### src/rtl/jst_pkg.sv
package jst_pkg;

   // Parser phases.
   localparam logic [4:0] PH_ELEMENT    = 5'd0;
   localparam logic [4:0] PH_OBJECT     = 5'd1;
   localparam logic [4:0] PH_MEMBER     = 5'd2;
   localparam logic [4:0] PH_COLON      = 5'd3;
   localparam logic [4:0] PH_ARRAY      = 5'd4;
   localparam logic [4:0] PH_ARRAY_ELEM = 5'd5;
   localparam logic [4:0] PH_STR_VAL    = 5'd6;
   localparam logic [4:0] PH_STR_KEY    = 5'd7;
   localparam logic [4:0] PH_ESC_VAL    = 5'd8;
   localparam logic [4:0] PH_ESC_KEY    = 5'd9;
   localparam logic [4:0] PH_HEX_VAL    = 5'd10;
   localparam logic [4:0] PH_HEX_KEY    = 5'd11;
   localparam logic [4:0] PH_LIT_TRUE   = 5'd12;
   localparam logic [4:0] PH_LIT_FALSE  = 5'd13;
   localparam logic [4:0] PH_LIT_NULL   = 5'd14;
   localparam logic [4:0] PH_NUM_MINUS  = 5'd15;
   localparam logic [4:0] PH_NUM_ZERO   = 5'd16;
   localparam logic [4:0] PH_NUM_INT    = 5'd17;
   localparam logic [4:0] PH_FRAC_FIRST = 5'd18;
   localparam logic [4:0] PH_FRAC_DIGITS = 5'd19;
   localparam logic [4:0] PH_EXP_SIGN   = 5'd20;
   localparam logic [4:0] PH_EXP_FIRST  = 5'd21;
   localparam logic [4:0] PH_EXP_DIGITS = 5'd22;
   localparam logic [4:0] PH_AFTER      = 5'd23;

   // Event kinds.
   localparam logic [2:0] EV_BEGIN = 3'd0;
   localparam logic [2:0] EV_END   = 3'd1;
   localparam logic [2:0] EV_KEY   = 3'd2;
   localparam logic [2:0] EV_VALUE = 3'd3;
   localparam logic [2:0] EV_DONE  = 3'd4;
   localparam logic [2:0] EV_ERROR = 3'd5;

   // Node types.
   localparam logic [2:0] NT_OBJECT = 3'd0;
   localparam logic [2:0] NT_ARRAY  = 3'd1;
   localparam logic [2:0] NT_STRING = 3'd2;
   localparam logic [2:0] NT_NUMBER = 3'd3;
   localparam logic [2:0] NT_TRUE   = 3'd4;

   localparam logic [7:0] CH_SPACE = 8'h20;

   // Result queue size; a byte can produce up to two events.
   localparam int OUTQ_DEPTH = 4;

   typedef struct packed {
      logic [2:0]  event_kind;
      logic [2:0]  token_class;
      logic [5:0]  token_level;
      logic [15:0] element_index;
      logic [31:0] start_offset;
      logic [31:0] end_offset;
      logic [31:0] node_count;
      logic        last_of_run;
   } event_type;

   // Stack operations requested by one byte.
   typedef struct packed {
      logic push;
      logic push_kind;
      logic pop;
      logic inc;
   } stack_op_type;

   function automatic logic is_ws(input logic [7:0] c);
      return c == CH_SPACE || c == 8'h0A || c == 8'h0D || c == 8'h09;
   endfunction

   function automatic logic is_digit(input logic [7:0] c);
      return c >= "0" && c <= "9";
   endfunction

   function automatic logic is_hex(input logic [7:0] c);
      return is_digit(c) || (c >= "a" && c <= "f") || (c >= "A" && c <= "F");
   endfunction

endpackage

### src/rtl/jst_step.sv
module jst_step #(
   parameter int MAX_DEPTH   = 32,
   parameter int INDEX_WIDTH = 16
) (
   input  logic [4:0]             phase,
   input  logic [2:0]             lit_prog,
   input  logic [5:0]             nest_depth,
   input  logic [31:0]            byte_pos,
   input  logic [31:0]            token_start,
   input  logic [31:0]            nodes_seen,
   input  logic [5:0]             depth_limit,
   input  logic [7:0]             char_byte,
   input  logic                   end_of_doc,
   input  logic                   t_kind,
   input  logic [INDEX_WIDTH-1:0] t_cnt,
   input  logic                   s_kind,
   input  logic [INDEX_WIDTH-1:0] s_cnt,
   output logic [4:0]             phase_in,
   output logic [2:0]             lit_prog_in,
   output logic [5:0]             nest_depth_in,
   output logic [31:0]            byte_pos_in,
   output logic [31:0]            token_start_in,
   output logic [31:0]            nodes_seen_in,
   output jst_pkg::event_type     ev0,
   output jst_pkg::event_type     ev1,
   output logic [1:0]             ev_count,
   output jst_pkg::stack_op_type  op
);
   import jst_pkg::*;

   // Expected character of a literal at a given position.
   function automatic logic [7:0] lit_char(input logic [1:0] li, input logic [2:0] pos);
      logic [7:0] r;
      r = 8'h00;
      case ({li, pos})
         {2'd0, 3'd0}: r = "t";
         {2'd0, 3'd1}: r = "r";
         {2'd0, 3'd2}: r = "u";
         {2'd0, 3'd3}: r = "e";
         {2'd1, 3'd0}: r = "f";
         {2'd1, 3'd1}: r = "a";
         {2'd1, 3'd2}: r = "l";
         {2'd1, 3'd3}: r = "s";
         {2'd1, 3'd4}: r = "e";
         {2'd2, 3'd0}: r = "n";
         {2'd2, 3'd1}: r = "u";
         {2'd2, 3'd2}: r = "l";
         {2'd2, 3'd3}: r = "l";
         default:      r = 8'h00;
      endcase
      return r;
   endfunction

   function automatic logic [15:0] sat16(input logic [INDEX_WIDTH-1:0] v);
      logic [31:0] w;
      w = 32'(v);
      return (w > 32'h0000_FFFF) ? 16'hFFFF : w[15:0];
   endfunction

   function automatic event_type mk(input logic [2:0] k, input logic [2:0] t,
                                    input logic [5:0] d, input logic [15:0] i,
                                    input logic [31:0] s, input logic [31:0] e,
                                    input logic [31:0] n);
      event_type r;
      r.event_kind    = k;
      r.token_class   = t;
      r.token_level   = d;
      r.element_index = i;
      r.start_offset  = s;
      r.end_offset    = e;
      r.node_count    = n;
      r.last_of_run   = 1'b0;
      return r;
   endfunction

   logic                   b_ws;
   logic                   b_dig;
   logic                   inc_need;
   logic [INDEX_WIDTH-1:0] t_cnt_eff;
   logic [15:0]            idx_top;
   logic [15:0]            idx_sec;
   logic [8:0]             lim9;

   // Byte classes; the end flag matches no character.
   assign b_ws  = !end_of_doc && is_ws(char_byte);
   assign b_dig = !end_of_doc && is_digit(char_byte);

   // A new array element bumps the top counter before anything else.
   assign inc_need  = (phase == PH_ARRAY_ELEM) && !b_ws && (nest_depth != 6'd0);
   assign t_cnt_eff = (inc_need && (t_cnt != {INDEX_WIDTH{1'b1}})) ?
                      t_cnt + INDEX_WIDTH'(1) : t_cnt;
   assign idx_top   = (nest_depth != 6'd0 && t_kind) ? sat16(t_cnt_eff) : 16'd0;
   assign idx_sec   = (nest_depth > 6'd1 && s_kind) ? sat16(s_cnt) : 16'd0;
   assign lim9      = (9'(depth_limit) < 9'(MAX_DEPTH)) ? 9'(depth_limit) : 9'(MAX_DEPTH);

   // One full parser step for the accepted byte.
   always_comb begin
      event_type  ev [2];
      event_type  e;
      logic [1:0] n;
      logic       restart;
      logic       run_elem;
      logic       run_after;
      logic       num_end;
      logic       do_close;
      logic       do_fail;
      logic [1:0] li;
      logic [2:0] lp_inc;
      logic [2:0] lit_len;

      ev[0]    = '0;
      ev[1]    = '0;
      e        = '0;
      n        = 2'd0;
      restart  = 1'b0;
      run_elem = 1'b0;
      run_after = 1'b0;
      num_end  = 1'b0;
      do_close = 1'b0;
      do_fail  = 1'b0;
      li       = phase[1:0] - PH_LIT_TRUE[1:0];
      lp_inc   = lit_prog + 3'd1;
      lit_len  = (li == 2'd1) ? 3'd5 : 3'd4;
      op       = '0;
      op.inc   = inc_need;

      phase_in       = phase;
      lit_prog_in    = lit_prog;
      nest_depth_in  = nest_depth;
      token_start_in = token_start;
      nodes_seen_in  = nodes_seen;

      case (phase)
         PH_ELEMENT: begin
            run_elem = 1'b1;
         end
         PH_OBJECT, PH_MEMBER: begin
            if (b_ws) begin
            end else if (!end_of_doc && char_byte == "\"") begin
               token_start_in = byte_pos;
               phase_in       = PH_STR_KEY;
            end else if (!end_of_doc && char_byte == "}" && phase == PH_OBJECT) begin
               do_close = 1'b1;
            end else begin
               do_fail = 1'b1;
            end
         end
         PH_COLON: begin
            if (!end_of_doc && char_byte == ":") begin
               phase_in = PH_ELEMENT;
            end else if (!b_ws) begin
               do_fail = 1'b1;
            end
         end
         PH_ARRAY: begin
            if (b_ws) begin
            end else if (!end_of_doc && char_byte == "]") begin
               do_close = 1'b1;
            end else begin
               run_elem = 1'b1;
            end
         end
         PH_ARRAY_ELEM: begin
            if (b_ws) begin
            end else if (nest_depth == 6'd0) begin
               do_fail = 1'b1;
            end else begin
               run_elem = 1'b1;
            end
         end
         PH_STR_VAL, PH_STR_KEY: begin
            if (!end_of_doc && char_byte == "\"") begin
               if (phase == PH_STR_VAL) begin
                  nodes_seen_in = nodes_seen_in + 32'd1;
                  e = mk(EV_VALUE, NT_STRING, nest_depth, idx_top, token_start_in,
                         byte_pos + 32'd1, nodes_seen_in);
                  ev[n[0]] = e;
                  n = n + 2'd1;
                  phase_in = PH_AFTER;
               end else begin
                  e = mk(EV_KEY, NT_STRING, nest_depth, idx_top, token_start_in + 32'd1,
                         byte_pos, nodes_seen_in);
                  ev[n[0]] = e;
                  n = n + 2'd1;
                  phase_in = PH_COLON;
               end
            end else if (!end_of_doc && char_byte == "\\") begin
               phase_in = (phase == PH_STR_VAL) ? PH_ESC_VAL : PH_ESC_KEY;
            end else if (end_of_doc || char_byte < CH_SPACE) begin
               do_fail = 1'b1;
            end
         end
         PH_ESC_VAL, PH_ESC_KEY: begin
            if (!end_of_doc && (char_byte == "\"" || char_byte == "\\" ||
                char_byte == "/" || char_byte == "b" || char_byte == "f" ||
                char_byte == "n" || char_byte == "r" || char_byte == "t")) begin
               phase_in = (phase == PH_ESC_VAL) ? PH_STR_VAL : PH_STR_KEY;
            end else if (!end_of_doc && char_byte == "u") begin
               phase_in    = (phase == PH_ESC_VAL) ? PH_HEX_VAL : PH_HEX_KEY;
               lit_prog_in = 3'd0;
            end else begin
               do_fail = 1'b1;
            end
         end
         PH_HEX_VAL, PH_HEX_KEY: begin
            if (end_of_doc || !is_hex(char_byte)) begin
               do_fail = 1'b1;
            end else if (lp_inc >= 3'd4) begin
               lit_prog_in = 3'd0;
               phase_in    = (phase == PH_HEX_VAL) ? PH_STR_VAL : PH_STR_KEY;
            end else begin
               lit_prog_in = lp_inc;
            end
         end
         PH_LIT_TRUE, PH_LIT_FALSE, PH_LIT_NULL: begin
            if (lit_prog >= lit_len || end_of_doc || char_byte != lit_char(li, lit_prog)) begin
               do_fail = 1'b1;
            end else if (lp_inc == lit_len) begin
               lit_prog_in   = 3'd0;
               nodes_seen_in = nodes_seen_in + 32'd1;
               e = mk(EV_VALUE, NT_TRUE + 3'(li), nest_depth, idx_top, token_start_in,
                      byte_pos + 32'd1, nodes_seen_in);
               ev[n[0]] = e;
               n = n + 2'd1;
               phase_in = PH_AFTER;
            end else begin
               lit_prog_in = lp_inc;
            end
         end
         PH_NUM_MINUS: begin
            if (!end_of_doc && char_byte == "0") begin
               phase_in = PH_NUM_ZERO;
            end else if (b_dig) begin
               phase_in = PH_NUM_INT;
            end else begin
               do_fail = 1'b1;
            end
         end
         PH_NUM_ZERO, PH_NUM_INT: begin
            if (b_dig && phase == PH_NUM_INT) begin
            end else if (!end_of_doc && char_byte == ".") begin
               phase_in = PH_FRAC_FIRST;
            end else if (!end_of_doc && (char_byte == "e" || char_byte == "E")) begin
               phase_in = PH_EXP_SIGN;
            end else begin
               num_end = 1'b1;
            end
         end
         PH_FRAC_FIRST: begin
            if (b_dig) begin
               phase_in = PH_FRAC_DIGITS;
            end else begin
               do_fail = 1'b1;
            end
         end
         PH_FRAC_DIGITS: begin
            if (b_dig) begin
            end else if (!end_of_doc && (char_byte == "e" || char_byte == "E")) begin
               phase_in = PH_EXP_SIGN;
            end else begin
               num_end = 1'b1;
            end
         end
         PH_EXP_SIGN: begin
            if (!end_of_doc && (char_byte == "+" || char_byte == "-")) begin
               phase_in = PH_EXP_FIRST;
            end else if (b_dig) begin
               phase_in = PH_EXP_DIGITS;
            end else begin
               do_fail = 1'b1;
            end
         end
         PH_EXP_FIRST: begin
            if (b_dig) begin
               phase_in = PH_EXP_DIGITS;
            end else begin
               do_fail = 1'b1;
            end
         end
         PH_EXP_DIGITS: begin
            if (!b_dig) begin
               num_end = 1'b1;
            end
         end
         PH_AFTER: begin
            run_after = 1'b1;
         end
         default: begin
            do_fail = 1'b1;
         end
      endcase

      // A number ends on the first byte that cannot extend it; that byte is
      // then handled as the byte after a value.
      if (num_end) begin
         nodes_seen_in = nodes_seen_in + 32'd1;
         e = mk(EV_VALUE, NT_NUMBER, nest_depth, idx_top, token_start_in, byte_pos,
                nodes_seen_in);
         ev[n[0]] = e;
         n = n + 2'd1;
         phase_in  = PH_AFTER;
         run_after = 1'b1;
      end

      // Start of an element.
      if (run_elem) begin
         token_start_in = byte_pos;
         if (b_ws) begin
            phase_in = PH_ELEMENT;
         end else if (!end_of_doc && (char_byte == "{" || char_byte == "[")) begin
            if (9'(nest_depth) + 9'd1 >= lim9) begin
               do_fail = 1'b1;
            end else begin
               nodes_seen_in = nodes_seen_in + 32'd1;
               e = mk(EV_BEGIN, (char_byte == "[") ? NT_ARRAY : NT_OBJECT, nest_depth,
                      idx_top, byte_pos, 32'd0, nodes_seen_in);
               ev[n[0]] = e;
               n = n + 2'd1;
               op.push      = 1'b1;
               op.push_kind = (char_byte == "[");
               nest_depth_in = nest_depth + 6'd1;
               phase_in = (char_byte == "[") ? PH_ARRAY : PH_OBJECT;
            end
         end else if (!end_of_doc && char_byte == "\"") begin
            phase_in = PH_STR_VAL;
         end else if (!end_of_doc && (char_byte == "t" || char_byte == "f" ||
                      char_byte == "n")) begin
            phase_in = (char_byte == "t") ? PH_LIT_TRUE :
                       ((char_byte == "f") ? PH_LIT_FALSE : PH_LIT_NULL);
            lit_prog_in = 3'd1;
         end else if (!end_of_doc && char_byte == "-") begin
            phase_in = PH_NUM_MINUS;
         end else if (!end_of_doc && char_byte == "0") begin
            phase_in = PH_NUM_ZERO;
         end else if (b_dig) begin
            phase_in = PH_NUM_INT;
         end else begin
            do_fail = 1'b1;
         end
      end

      // Byte following a complete value.
      if (run_after && !b_ws) begin
         if (nest_depth == 6'd0) begin
            if (end_of_doc) begin
               e = mk(EV_DONE, NT_OBJECT, 6'd0, 16'd0, 32'd0, byte_pos, nodes_seen_in);
               ev[n[0]] = e;
               n = n + 2'd1;
               restart = 1'b1;
            end else begin
               do_fail = 1'b1;
            end
         end else if (!end_of_doc && char_byte == ",") begin
            phase_in = t_kind ? PH_ARRAY_ELEM : PH_MEMBER;
         end else if (!end_of_doc && char_byte == (t_kind ? 8'h5D : 8'h7D)) begin
            do_close = 1'b1;
         end else begin
            do_fail = 1'b1;
         end
      end

      // Closing bracket of the innermost container.
      if (do_close) begin
         if (nest_depth == 6'd0) begin
            do_fail = 1'b1;
         end else begin
            nest_depth_in = nest_depth - 6'd1;
            e = mk(EV_END, {2'b00, t_kind}, nest_depth - 6'd1, idx_sec, 32'd0,
                   byte_pos + 32'd1, nodes_seen_in);
            ev[n[0]] = e;
            n = n + 2'd1;
            op.pop   = 1'b1;
            phase_in = PH_AFTER;
         end
      end

      // Syntax error ends the document.
      if (do_fail) begin
         e = mk(EV_ERROR, NT_OBJECT, nest_depth, idx_top, byte_pos, 32'd0, nodes_seen_in);
         ev[n[0]] = e;
         n = n + 2'd1;
         restart = 1'b1;
      end

      if (n != 2'd0) begin
         ev[n[0] ^ 1'b1].last_of_run = 1'b1;
      end

      if (restart) begin
         phase_in       = PH_ELEMENT;
         lit_prog_in    = 3'd0;
         nest_depth_in  = 6'd0;
         byte_pos_in    = 32'd0;
         token_start_in = 32'd0;
         nodes_seen_in  = 32'd0;
      end else begin
         byte_pos_in = byte_pos + 32'd1;
      end

      ev0      = ev[0];
      ev1      = ev[1];
      ev_count = n;
   end

endmodule

### src/rtl/jst_stack.sv
module jst_stack #(
   parameter int MAX_DEPTH   = 32,
   parameter int INDEX_WIDTH = 16
) (
   input  logic                   clock,
   input  logic                   accept,
   input  jst_pkg::stack_op_type  op,
   input  logic [5:0]             depth,
   output logic                   t_kind,
   output logic [INDEX_WIDTH-1:0] t_cnt,
   output logic                   s_kind,
   output logic [INDEX_WIDTH-1:0] s_cnt
);
   import jst_pkg::*;

   localparam int AW = $clog2(MAX_DEPTH);
   localparam int EW = INDEX_WIDTH + 1;

   // The top two levels live in registers; deeper levels sit in memory, and
   // the entry just below them is always prefetched into rd_ff.
   logic [EW-1:0] mem [MAX_DEPTH];
   logic [EW-1:0] top_ff;
   logic [EW-1:0] top_in;
   logic [EW-1:0] sec_ff;
   logic [EW-1:0] sec_in;
   logic [EW-1:0] rd_ff;
   logic [EW-1:0] top_eff;
   logic [8:0]    wa9;
   logic [8:0]    ra9;
   logic [AW-1:0] waddr;
   logic [AW-1:0] raddr;
   logic          wr_en;

   assign t_kind = top_ff[EW-1];
   assign t_cnt  = top_ff[INDEX_WIDTH-1:0];
   assign s_kind = sec_ff[EW-1];
   assign s_cnt  = sec_ff[INDEX_WIDTH-1:0];

   // Saturating element count of the top level.
   assign top_eff = (op.inc && (t_cnt != {INDEX_WIDTH{1'b1}})) ?
                    {t_kind, t_cnt + INDEX_WIDTH'(1)} : top_ff;

   // Spill on open, refill on close.
   always_comb begin
      wa9    = 9'(depth) - 9'd2;
      waddr  = wa9[AW-1:0];
      wr_en  = accept && op.push && (depth > 6'd1);
      ra9    = 9'(depth) - 9'd3;
      top_in = top_eff;
      sec_in = sec_ff;
      if (op.push) begin
         top_in = {op.push_kind, {INDEX_WIDTH{1'b0}}};
         sec_in = top_eff;
         ra9    = 9'(depth) - 9'd2;
      end else if (op.pop) begin
         top_in = sec_ff;
         sec_in = rd_ff;
         ra9    = 9'(depth) - 9'd4;
      end
      raddr = ra9[AW-1:0];
   end

   // Memory with registered read and write-through on the same address.
   always_ff @(posedge clock) begin
      if (accept) begin
         top_ff <= top_in;
         sec_ff <= sec_in;
         if (wr_en) begin
            mem[waddr] <= sec_ff;
         end
         if (wr_en && waddr == raddr) begin
            rd_ff <= sec_ff;
         end else begin
            rd_ff <= mem[raddr];
         end
      end
   end

endmodule

### src/rtl/jst_outq.sv
module jst_outq (
   input  logic               clock,
   input  logic               reset,
   input  logic [1:0]         wr_count,
   input  jst_pkg::event_type wr_ev0,
   input  jst_pkg::event_type wr_ev1,
   output logic               room,
   output logic               rsp_valid,
   input  logic               rsp_stall,
   output jst_pkg::event_type rsp_ev
);
   import jst_pkg::*;

   localparam int PW = $clog2(OUTQ_DEPTH);
   localparam int CW = $clog2(OUTQ_DEPTH + 1);

   event_type      q_ff [OUTQ_DEPTH];
   logic [PW-1:0]  head_ff;
   logic [PW-1:0]  head_in;
   logic [PW-1:0]  tail_ff;
   logic [PW-1:0]  tail_in;
   logic [CW-1:0]  count_ff;
   logic [CW-1:0]  count_in;
   logic           pop;

   assign rsp_valid = (count_ff != '0);
   assign rsp_ev    = q_ff[head_ff];
   assign pop       = rsp_valid && !rsp_stall;
   // A new request needs space for two events.
   assign room      = (count_ff <= CW'(OUTQ_DEPTH - 2));

   always_comb begin
      head_in  = pop ? head_ff + PW'(1) : head_ff;
      tail_in  = tail_ff + PW'(wr_count);
      count_in = count_ff + CW'(wr_count) - CW'(pop);
   end

   // Pointer and fill count.
   always_ff @(posedge clock) begin
      if (reset) begin
         head_ff  <= '0;
         tail_ff  <= '0;
         count_ff <= '0;
      end else begin
         head_ff  <= head_in;
         tail_ff  <= tail_in;
         count_ff <= count_in;
      end
   end

   // Event storage.
   always_ff @(posedge clock) begin
      if (wr_count != 2'd0) begin
         q_ff[tail_ff] <= wr_ev0;
      end
      if (wr_count == 2'd2) begin
         q_ff[tail_ff + PW'(1)] <= wr_ev1;
      end
   end

   a_no_overflow: assert property (@(posedge clock) disable iff (reset)
      count_ff <= CW'(OUTQ_DEPTH))
      else $error("result queue overflow");

   a_pop_only: assert property (@(posedge clock) disable iff (reset)
      (pop && wr_count == 2'd0) |=> count_ff == $past(count_ff) - CW'(1))
      else $error("result queue count wrong after pop");

endmodule

### src/rtl/json_stream_tokenizer.sv
// Streaming JSON validator and tokenizer.
// Request channel: one byte of JSON text per request on req_char_byte, or an
// end marker on req_end_of_doc. A request is taken when req_valid is high and
// req_stall is low. Response channel: one event per transfer on the rsp_
// ports, taken when rsp_valid is high and rsp_stall is low; a byte yields zero,
// one or two events, and the last of them carries rsp_last_of_run.
// Each byte is parsed combinationally against the parser state and the two top
// stack levels held in registers; its events are registered into the event
// queue when the request is taken. Throughput is one byte per cycle while the
// event queue has room.
// Events wait in a four-entry queue that drains one event per cycle while
// rsp_stall is low; req_stall rises while fewer than two entries are free, so
// bytes that yield two events are taken only as fast as the queue drains.
// While the receiver stalls, requests keep flowing until three events wait.
// The csr_ channel writes the nesting depth limit and is always ready; write
// it only while the block is idle.
// Reset clears the parser to the start of a document, empties the event queue
// and sets the depth limit to 32. After a done or error event the next byte
// starts a new document at offset zero.
module json_stream_tokenizer #(
   parameter int MAX_DEPTH   = 32,
   parameter int INDEX_WIDTH = 16
) (
   input  logic        clock,
   input  logic        reset,
   input  logic        req_valid,
   output logic        req_stall,
   input  logic [7:0]  req_char_byte,
   input  logic        req_end_of_doc,
   output logic        rsp_valid,
   input  logic        rsp_stall,
   output logic [2:0]  rsp_event_kind,
   output logic [2:0]  rsp_token_class,
   output logic [5:0]  rsp_token_level,
   output logic [15:0] rsp_element_index,
   output logic [31:0] rsp_start_offset,
   output logic [31:0] rsp_end_offset,
   output logic [31:0] rsp_node_count,
   output logic        rsp_last_of_run,
   input  logic        csr_valid,
   output logic        csr_ready,
   input  logic [5:0]  csr_depth_limit
);
   import jst_pkg::*;

   logic [4:0]             phase_ff;
   logic [4:0]             phase_in;
   logic [2:0]             lit_prog_ff;
   logic [2:0]             lit_prog_in;
   logic [5:0]             nest_depth_ff;
   logic [5:0]             nest_depth_in;
   logic [31:0]            byte_pos_ff;
   logic [31:0]            byte_pos_in;
   logic [31:0]            token_start_ff;
   logic [31:0]            token_start_in;
   logic [31:0]            nodes_seen_ff;
   logic [31:0]            nodes_seen_in;
   logic [5:0]             depth_limit_ff;
   logic                   accept;
   logic                   room;
   logic                   t_kind;
   logic [INDEX_WIDTH-1:0] t_cnt;
   logic                   s_kind;
   logic [INDEX_WIDTH-1:0] s_cnt;
   event_type              ev0;
   event_type              ev1;
   event_type              rsp_ev;
   logic [1:0]             ev_count;
   stack_op_type           op;

   assign req_stall = !room;
   assign accept    = req_valid && room;
   assign csr_ready = 1'b1;

   // Parser step.
   jst_step #(
      .MAX_DEPTH   (MAX_DEPTH),
      .INDEX_WIDTH (INDEX_WIDTH)
   ) u_step (
      .phase          (phase_ff),
      .lit_prog       (lit_prog_ff),
      .nest_depth     (nest_depth_ff),
      .byte_pos       (byte_pos_ff),
      .token_start    (token_start_ff),
      .nodes_seen     (nodes_seen_ff),
      .depth_limit    (depth_limit_ff),
      .char_byte      (req_char_byte),
      .end_of_doc     (req_end_of_doc),
      .t_kind         (t_kind),
      .t_cnt          (t_cnt),
      .s_kind         (s_kind),
      .s_cnt          (s_cnt),
      .phase_in       (phase_in),
      .lit_prog_in    (lit_prog_in),
      .nest_depth_in  (nest_depth_in),
      .byte_pos_in    (byte_pos_in),
      .token_start_in (token_start_in),
      .nodes_seen_in  (nodes_seen_in),
      .ev0            (ev0),
      .ev1            (ev1),
      .ev_count       (ev_count),
      .op             (op)
   );

   // Container stack.
   jst_stack #(
      .MAX_DEPTH   (MAX_DEPTH),
      .INDEX_WIDTH (INDEX_WIDTH)
   ) u_stack (
      .clock  (clock),
      .accept (accept),
      .op     (op),
      .depth  (nest_depth_ff),
      .t_kind (t_kind),
      .t_cnt  (t_cnt),
      .s_kind (s_kind),
      .s_cnt  (s_cnt)
   );

   // Event queue.
   jst_outq u_outq (
      .clock     (clock),
      .reset     (reset),
      .wr_count  (accept ? ev_count : 2'd0),
      .wr_ev0    (ev0),
      .wr_ev1    (ev1),
      .room      (room),
      .rsp_valid (rsp_valid),
      .rsp_stall (rsp_stall),
      .rsp_ev    (rsp_ev)
   );

   assign rsp_event_kind    = rsp_ev.event_kind;
   assign rsp_token_class   = rsp_ev.token_class;
   assign rsp_token_level   = rsp_ev.token_level;
   assign rsp_element_index = rsp_ev.element_index;
   assign rsp_start_offset  = rsp_ev.start_offset;
   assign rsp_end_offset    = rsp_ev.end_offset;
   assign rsp_node_count    = rsp_ev.node_count;
   assign rsp_last_of_run   = rsp_ev.last_of_run;

   // Parser state and depth limit register.
   always_ff @(posedge clock) begin
      if (reset) begin
         phase_ff       <= PH_ELEMENT;
         lit_prog_ff    <= 3'd0;
         nest_depth_ff  <= 6'd0;
         byte_pos_ff    <= 32'd0;
         token_start_ff <= 32'd0;
         nodes_seen_ff  <= 32'd0;
         depth_limit_ff <= 6'd32;
      end else begin
         if (accept) begin
            phase_ff       <= phase_in;
            lit_prog_ff    <= lit_prog_in;
            nest_depth_ff  <= nest_depth_in;
            byte_pos_ff    <= byte_pos_in;
            token_start_ff <= token_start_in;
            nodes_seen_ff  <= nodes_seen_in;
         end
         if (csr_valid) begin
            depth_limit_ff <= csr_depth_limit;
         end
      end
   end

   a_depth_bound: assert property (@(posedge clock) disable iff (reset)
      9'(nest_depth_ff) < 9'(MAX_DEPTH))
      else $error("nesting depth beyond stack size");

   a_end_restarts: assert property (@(posedge clock) disable iff (reset)
      (accept && req_end_of_doc) |=>
         (phase_ff == PH_ELEMENT && nest_depth_ff == 6'd0 && byte_pos_ff == 32'd0))
      else $error("end marker did not close the document");

   a_events_need_room: assert property (@(posedge clock) disable iff (reset)
      (req_valid && !room) |=> $stable(byte_pos_ff))
      else $error("request taken without queue space");

endmodule
### config.mk
export PLATFORM = sky130hd
export DESIGN_NAME = json_stream_tokenizer
export DESIGN_NICKNAME = d
export VERILOG_FILES = /design/src/rtl/jst_pkg.sv /design/src/rtl/jst_step.sv /design/src/rtl/jst_stack.sv /design/src/rtl/jst_outq.sv /design/src/rtl/json_stream_tokenizer.sv
export SDC_FILE = /design/constraint.sdc
export NUM_CORES = 2
export LEC_CHECK = 0
export BUFFER_PORTS_ARGS = -buffer_cell sky130_fd_sc_hd__buf_2
export CAP_MARGIN = 20
export CORE_MARGIN = 2
export CORE_UTILIZATION = 35
export CTS_BUF_LIST = sky130_fd_sc_hd__clkbuf_8 sky130_fd_sc_hd__clkbuf_16
export DETAILED_ROUTE_END_ITERATION = 7
export PLACE_DENSITY = 0.6
export SLEW_MARGIN = 20
export SYNTH_ARGS = -nofsm -noshare
export SYNTH_HDL_FRONTEND = slang
export SYNTH_SLANG_ARGS = --single-unit
### constraint.sdc
create_clock -name clock -period 28.8 [get_ports clock]
set_input_delay 4.32 -clock clock [delete_from_list [all_inputs] [get_ports clock]]
set_output_delay 4.32 -clock clock [all_outputs]
set_load 0.005 [all_outputs]
# Yosys cells after proc, flatten, opt, wreduce, memory -nomap -nowiden
# Memories as Yosys holds them, arrays and structs flattened. A register that Yosys moved wholly into a read port is not among the register bits.
# Cells that the tools add are included.
dict set report word_totals {
  reg_bits 157
  ram_bits 1044
  mem_bits_ro 224
  inputBits 20
  output_inout_bits 128
  mem_count 3
}
dict set report classes {
  n_addsub 24
  magnitude_cmp 25
  eq_ne 54
  mux 225
  n_bitwise 7
  reduce_logical 81
}
# name depth width read_ports rd_clocked_by_memory_dff write_ports line_no
set mem_list {}
lappend mem_list {u_stack.mem 32 17 1 1 1 jst_stack.sv:21} ;# logic [EW-1:0] mem [MAX_DEPTH];
lappend mem_list {u_outq.q_ff 4 125 1 1 2 jst_outq.sv:17} ;# event_type q_ff [OUTQ_DEPTH];
lappend mem_list {{(no name shown)} 32 7 1 1 0 jst_step.sv:35} ;# case ({li, pos})
# op n
set ops {}
lappend ops {{$mux 250} 12}
lappend ops {{$bwmux 250} 6}
lappend ops {{$mux 125} 7}
lappend ops {{$demux 125 s1} 6}
lappend ops {{$mux 32} 16}
lappend ops {{$pmux 125 s2} 1}
lappend ops {{$mux 5} 42}
lappend ops {{$add 32x1->32 const B} 5}
lappend ops {{$mux 124} 1}
lappend ops {{$mux 123} 1}
lappend ops {{$eq 8x7->1 const B} 13}
lappend ops {{$mux 1} 73}
lappend ops {{$eq 8x6->1 const B} 9}
lappend ops {{$mux 17} 4}
lappend ops {{$mux 16} 4}
lappend ops {{$pmux 32 s2} 1}
lappend ops {{$pmux 5 s12} 1}
lappend ops {{$mux 6} 9}
lappend ops {{$mux 3} 14}
lappend ops {{$eq 5x4->1 const B} 8}
lappend ops {{$eq 5x5->1 const B} 8}
lappend ops {{$mux 2} 20}
lappend ops {{$logic_and 1x1->1} 39}
lappend ops {{$eq 8x4->1 const B} 3}
lappend ops {{other kinds (53)} 113}

# Longest topological paths before layout
dict set report depth {
  depth_word 34
  mapped_depth 28
  depth_no_buf 24
}

# Cells and area by module
# From an unflattened synthesis, not the netlist that was laid out.
dict set report hier_totals {
  hier_cells 6101
  area_unflattened_um2 71088.2
}
# mod instances cells_each area_per_inst_um2 seq_area_each_um2
set modules_own_cells {}
lappend modules_own_cells {jst_stack 1 1704 26949.6 17867.1}
lappend modules_own_cells {jst_outq 1 1264 24415.9 15194.6}
lappend modules_own_cells {jst_step 1 2605 14581.5 0.0}
lappend modules_own_cells {json_stream_tokenizer 1 528 5141.2 2322.2}

# Worst setup path after synthesis
# OpenSTA, ideal clock, no wires.
dict set report synth_timing {
  path_kind {input to register}
  from {in req_char_byte[7]}
  to {mem u_outq.q_ff[2][0] (netlist name), enable pin}
  setup_time_ps 792
  arrival_time_ps 18014
  required_ps 28008
  slack_ps 9994
  cell_stages 19
  path_buffers 7
  cell_sequence {buf_2 > or4b_1 > buf_2 > o31ai_1 > o32a_1 > and2_1 > buf_2 > clkbuf_1 > buf_1 > clkbuf_1 > ha_1 > xor2_1 > ha_1 > o211ai_1 > buf_2 > o21ai_0 > mux2i_1 > nor2b_1 > o31ai_1}
}
# element line_no
set synth_lines {}
lappend synth_lines {{from (decl)} json_stream_tokenizer.sv:28} ;# input logic [7:0] req_char_byte,
lappend synth_lines {{to (decl)} jst_outq.sv:17}

==> results.json <==
{
  "drt_iter0_markers": 5637,
  "timing.critical_path.cells": "buf_2, or4b_1, o31ai_1, o32a_1, and2_2, ha_1, xor2_1, inv_1, nor2_4, xnor2_1, and2_1, mux2i_1, nor2b_1, nand2_4, buf_4, buf_4, mux2_2",
  "floorplan.rows": 157,
  "min_delay_worst_endpoint": "nodes_seen_ff[31]",
  "avgViaCountPerCell": 5.88,
  "crit-reg2reg-capture": "u_outq.q_ff[3][6]",
  "worstSetupStartpointType": "input port",
  "report.final.setup_viol": 0,
  "ys.warnings.count": 0,
  "core_area_um2": 183000,
  "power-per-cell-area_nw_per_um2": 60.3,
  "timing.critical_path.required_ns": 29.33,
  "layout.core_utilization_pct": 39.5,
  "power_switching_share_pct": 25.5,
  "whs_ns": 0.497,
  "portBuffers": 146,
  "layoutNonFillerInstCount": 8244,
  "worst_clock_skew_ns": 0.0298,
  "synthCells": 5700,
  "synth.lib_cells_used.distinct": 105,
  "run_status": "finished clean",
  "grt_setup_unrepaired": "false",
  "num_vias": 48500,
  "crit_family": "simple AND/OR/NAND/NOR gates",
  "slowest_stage": "buf_4",
  "cts-resized-gates": 0,
  "async_set_reset_flop_share_out_of_synthesis_pct": 0,
  "transition_time_of_the_tightest_slew_check_pin_ns": 1.16,
  "synth_edf_count": 1095,
  "globalRouteTotalUtil_pct": 21.8,
  "final_nets": 5724,
  "overflow_left_after_global_routing": 0,
  "final_count_of_pins_violating_max_slew": 0,
  "maxCapViolations": 0,
  "post_synth.cell_area_avg_um2": 11.3,
  "finalCritPeriodShare_pct": 44.6,
  "critical_path_class": "input port to register",
  "clock_insertion_delay_worst_skew_ns": 0.80,
  "hold_path_class": "register to register",
  "synthToLayoutAreaGrowth_pct": 12.2,
  "cts_tree": "done",
  "timing.reg2reg.worst_path_depth": 21,
  "synth_sequential_area_ratio_pct": 55.0,
  "final_common_cell": "edfxtp_1",
  "gp_congestion": 0.944,
  "routed_wire_length_per_instance_um": 25.4,
  "max_stage_delay_ns": 0.83,
  "drt_drc_violations_left": 0,
  "r2r-start": "phase_ff[0]",
  "yosys_most_used_dff": "edfxtp_1",
  "critPathArrivalTime_ns": 13.38,
  "tns_ns": 0,
  "starting_density_pct": 35.3,
  "clk_pin_slew_ns": 0.06,
  "layout_min_cycle_time_ns": 12.85,
  "route.final.wire_length_um": 209000,
  "postCtsHoldBufs": 0,
  "drtPass1Iterations": 6,
  "die_width_um": 433,
  "antenna_found_initial": 5,
  "cp_num_buf_inv": 4,
  "power.share.clock_pct": 40.1,
  "chipHeight_um": 433,
  "detailed_place_hpwl_um": 133000,
  "cts_inserted_buffers": 139,
  "seqPwrFrac_pct": 47.3,
  "final_hold_viol_count": 0,
  "synthesized_flop_and_latch_total": 1226,
  "hold-path-cell-count": 2,
  "clock_sinks": 1226,
  "internal-power_mw": 3.25,
  "cp-end-kind": "register",
  "timing.final.ws_setup_ns": 15.95,
  "count_of_pins_on_the_block_boundary": 148,
  "synth_top_cell_by_area": "edfxtp_1",
  "grt_start_max_net_pins": 162,
  "timing.critical_path.mode_cell": "buf_4",
  "maxClockFrequency_ghz": 0.0778,
  "final_layout_size_suffix_gt1_share_pct": 14.5,
  "pre_cts_slack_ns": 15.05,
  "grt_first_pass_wirelength_um": 310000,
  "synth_fp_nets": 5757,
  "power.switching_mw": 1.12,
  "vdd_ir_drop_max_v": 0.0000648,
  "htreeDepth": 4,
  "first_global_vias": 46600,
  "synth_area_um2": 64500,
  "timing.critical_path.fanout_max": 71,
  "pwr-share-comb_pct": 12.7,
  "dp.cells": 7990,
  "setup_fix_bufs_post_cts": 0,
  "p_leak_nw": 23.7,
  "cts.root.buffer_cell": "clkbuf_16",
  "clockBufferDepth": 3,
  "layout.cells.most_common_list": "1095 x edfxtp_1, 537 x nand2_1, 489 x nor2_1",
  "ys_top_cells_by_area": "edfxtp_1 51%, mux4_2 5.5%, mux2i_1 5.1%, dfxtp_1 4.1%, o21ai_0 3.5%",
  "worstHoldStart": "nodes_seen_ff[31]",
  "slew_headroom_pct": 21.8,
  "reg2reg_slack_ns": 18.93,
  "netlist.area_leader.share_pct": 50.9,
  "die_area_um2": 188000,
  "ant_nets": 0
}
## Yosys cell counts (20+ instances only)
library cell / count
edfxtp_1: 1095
nand2_1: 540
nor2_1: 504
o21ai_0: 454
a21oi_1: 438
mux2i_1: 326
clkbuf_1: 324
nand3_1: 178
mux4_2: 159
a22oi_1: 132
dfxtp_1: 131
xnor2_1: 128
mux2_2: 108
nor3_1: 102
a211oi_1: 86
o211ai_1: 81
buf_1: 69
xor2_1: 64
buf_2: 63
and3_1: 50
nand4_1: 49
inv_1: 43
nor2b_1: 38
ha_1: 36
o22ai_1: 36
a31oi_1: 31
nor4_1: 31
o31ai_1: 26
and2_1: 24
nand2b_1: 22
or3_1: 22
a22o_1: 20
## per-stage QoR
step	cell area, µm²	power, mW
5_1_grt	72400	4.50
4_1_cts	72400	4.41
3_5_place_dp	67900	2.67
6_report	72400	4.37
2_1_floorplan	64500	2.40
3_3_place_gp	67900	2.66
## kinds of logic after synthesis
group           count (synthesis)  synth area share [%]
compound gates               1471                  13.9
xor+xnor                      196                  2.71
fa+ha+maj                      37                 0.729
buf+inv                       505                  3.10
flops                        1226                  55.0
mux                           593                  12.5
other cells                     1               0.00581
simple gates                 1671                  12.1
## routing by layer
layer | GRT usage, % | share of wire [%] | up-vias
met1 | 30.3 | 42 | 24200
met2 | 34.2 | 46 | 2322
met5 | 0 | 0.0062 | -
met3 | 3.59 | 8.5 | 348
met4 | 8.23 | 3.9 | 2
li1 | - | - | 21600
## power groups by stage
stage	logic (mW)	registers (mW)	clock network [mW]
2_1_floorplan	0.306	2.10	0
3_3_place_gp	0.565	2.10	0
3_5_place_dp	0.567	2.10	0
4_1_cts	0.568	2.06	1.78
5_1_grt	0.585	2.07	1.84
6_report	0.553	2.06	1.75
## state kept, by name (all words and copies together) (netlist names), named ones only
signal and count:
u_stack.mem 544, u_outq.q_ff 500, byte_pos_ff 32, nodes_seen_ff 32, token_start_ff 32, u_stack.rd_ff 17, u_stack.sec_ff 17, u_stack.top_ff 17
depth_limit_ff 6, nest_depth_ff 6, phase_ff 5, lit_prog_ff 3, u_outq.count_ff 3, u_outq.head_ff 2, u_outq.tail_ff 2
## worst max path at each step
| stage | slack (ns) | cells past startpoint | start | end |
|---|---|---|---|---|
| floorplan | 9.99 | 19 | req_char_byte[7] | u_outq.q_ff[2][0] |
| global placement | 15.39 | 17 | req_char_byte[4] | u_outq.q_ff[3][6] |
| detailed placement | 15.05 | 17 | req_char_byte[4] | u_outq.q_ff[3][6] |
| CTS | 15.90 | 17 | req_char_byte[4] | u_outq.q_ff[3][6] |
| global route | 15.61 | 17 | req_char_byte[4] | u_outq.q_ff[3][6] |
| finish | 15.95 | 17 | req_char_byte[4] | u_outq.q_ff[3][6] |
## worst register-to-register path: cells and delay by family (launching register included)
family | cells | cell delay (ns)
and+or+nand+nor | 9 | 3.09
buffers and inverters | 6 | 2.89
muxes | 2 | 1.27
adders and majority gates | 2 | 1.21
xor gates and xnor gates | 2 | 0.84
DFF | 1 | 0.32
## cell type report
| type | count | area (µm²) |
|---|---|---|
| fill | 17400 | 111000 |
| sequential | 1226 | 35500 |
| multi-input combinational | 3969 | 27300 |
| clock buffer | 152 | 3700 |
| tap | 2464 | 3080 |
| timing repair buffer | 286 | 1840 |
| clock inverter | 99 | 774 |
| inverter | 45 | 169 |
| antenna | 3 | 7.51 |
(Power assumes the default switching activity.)
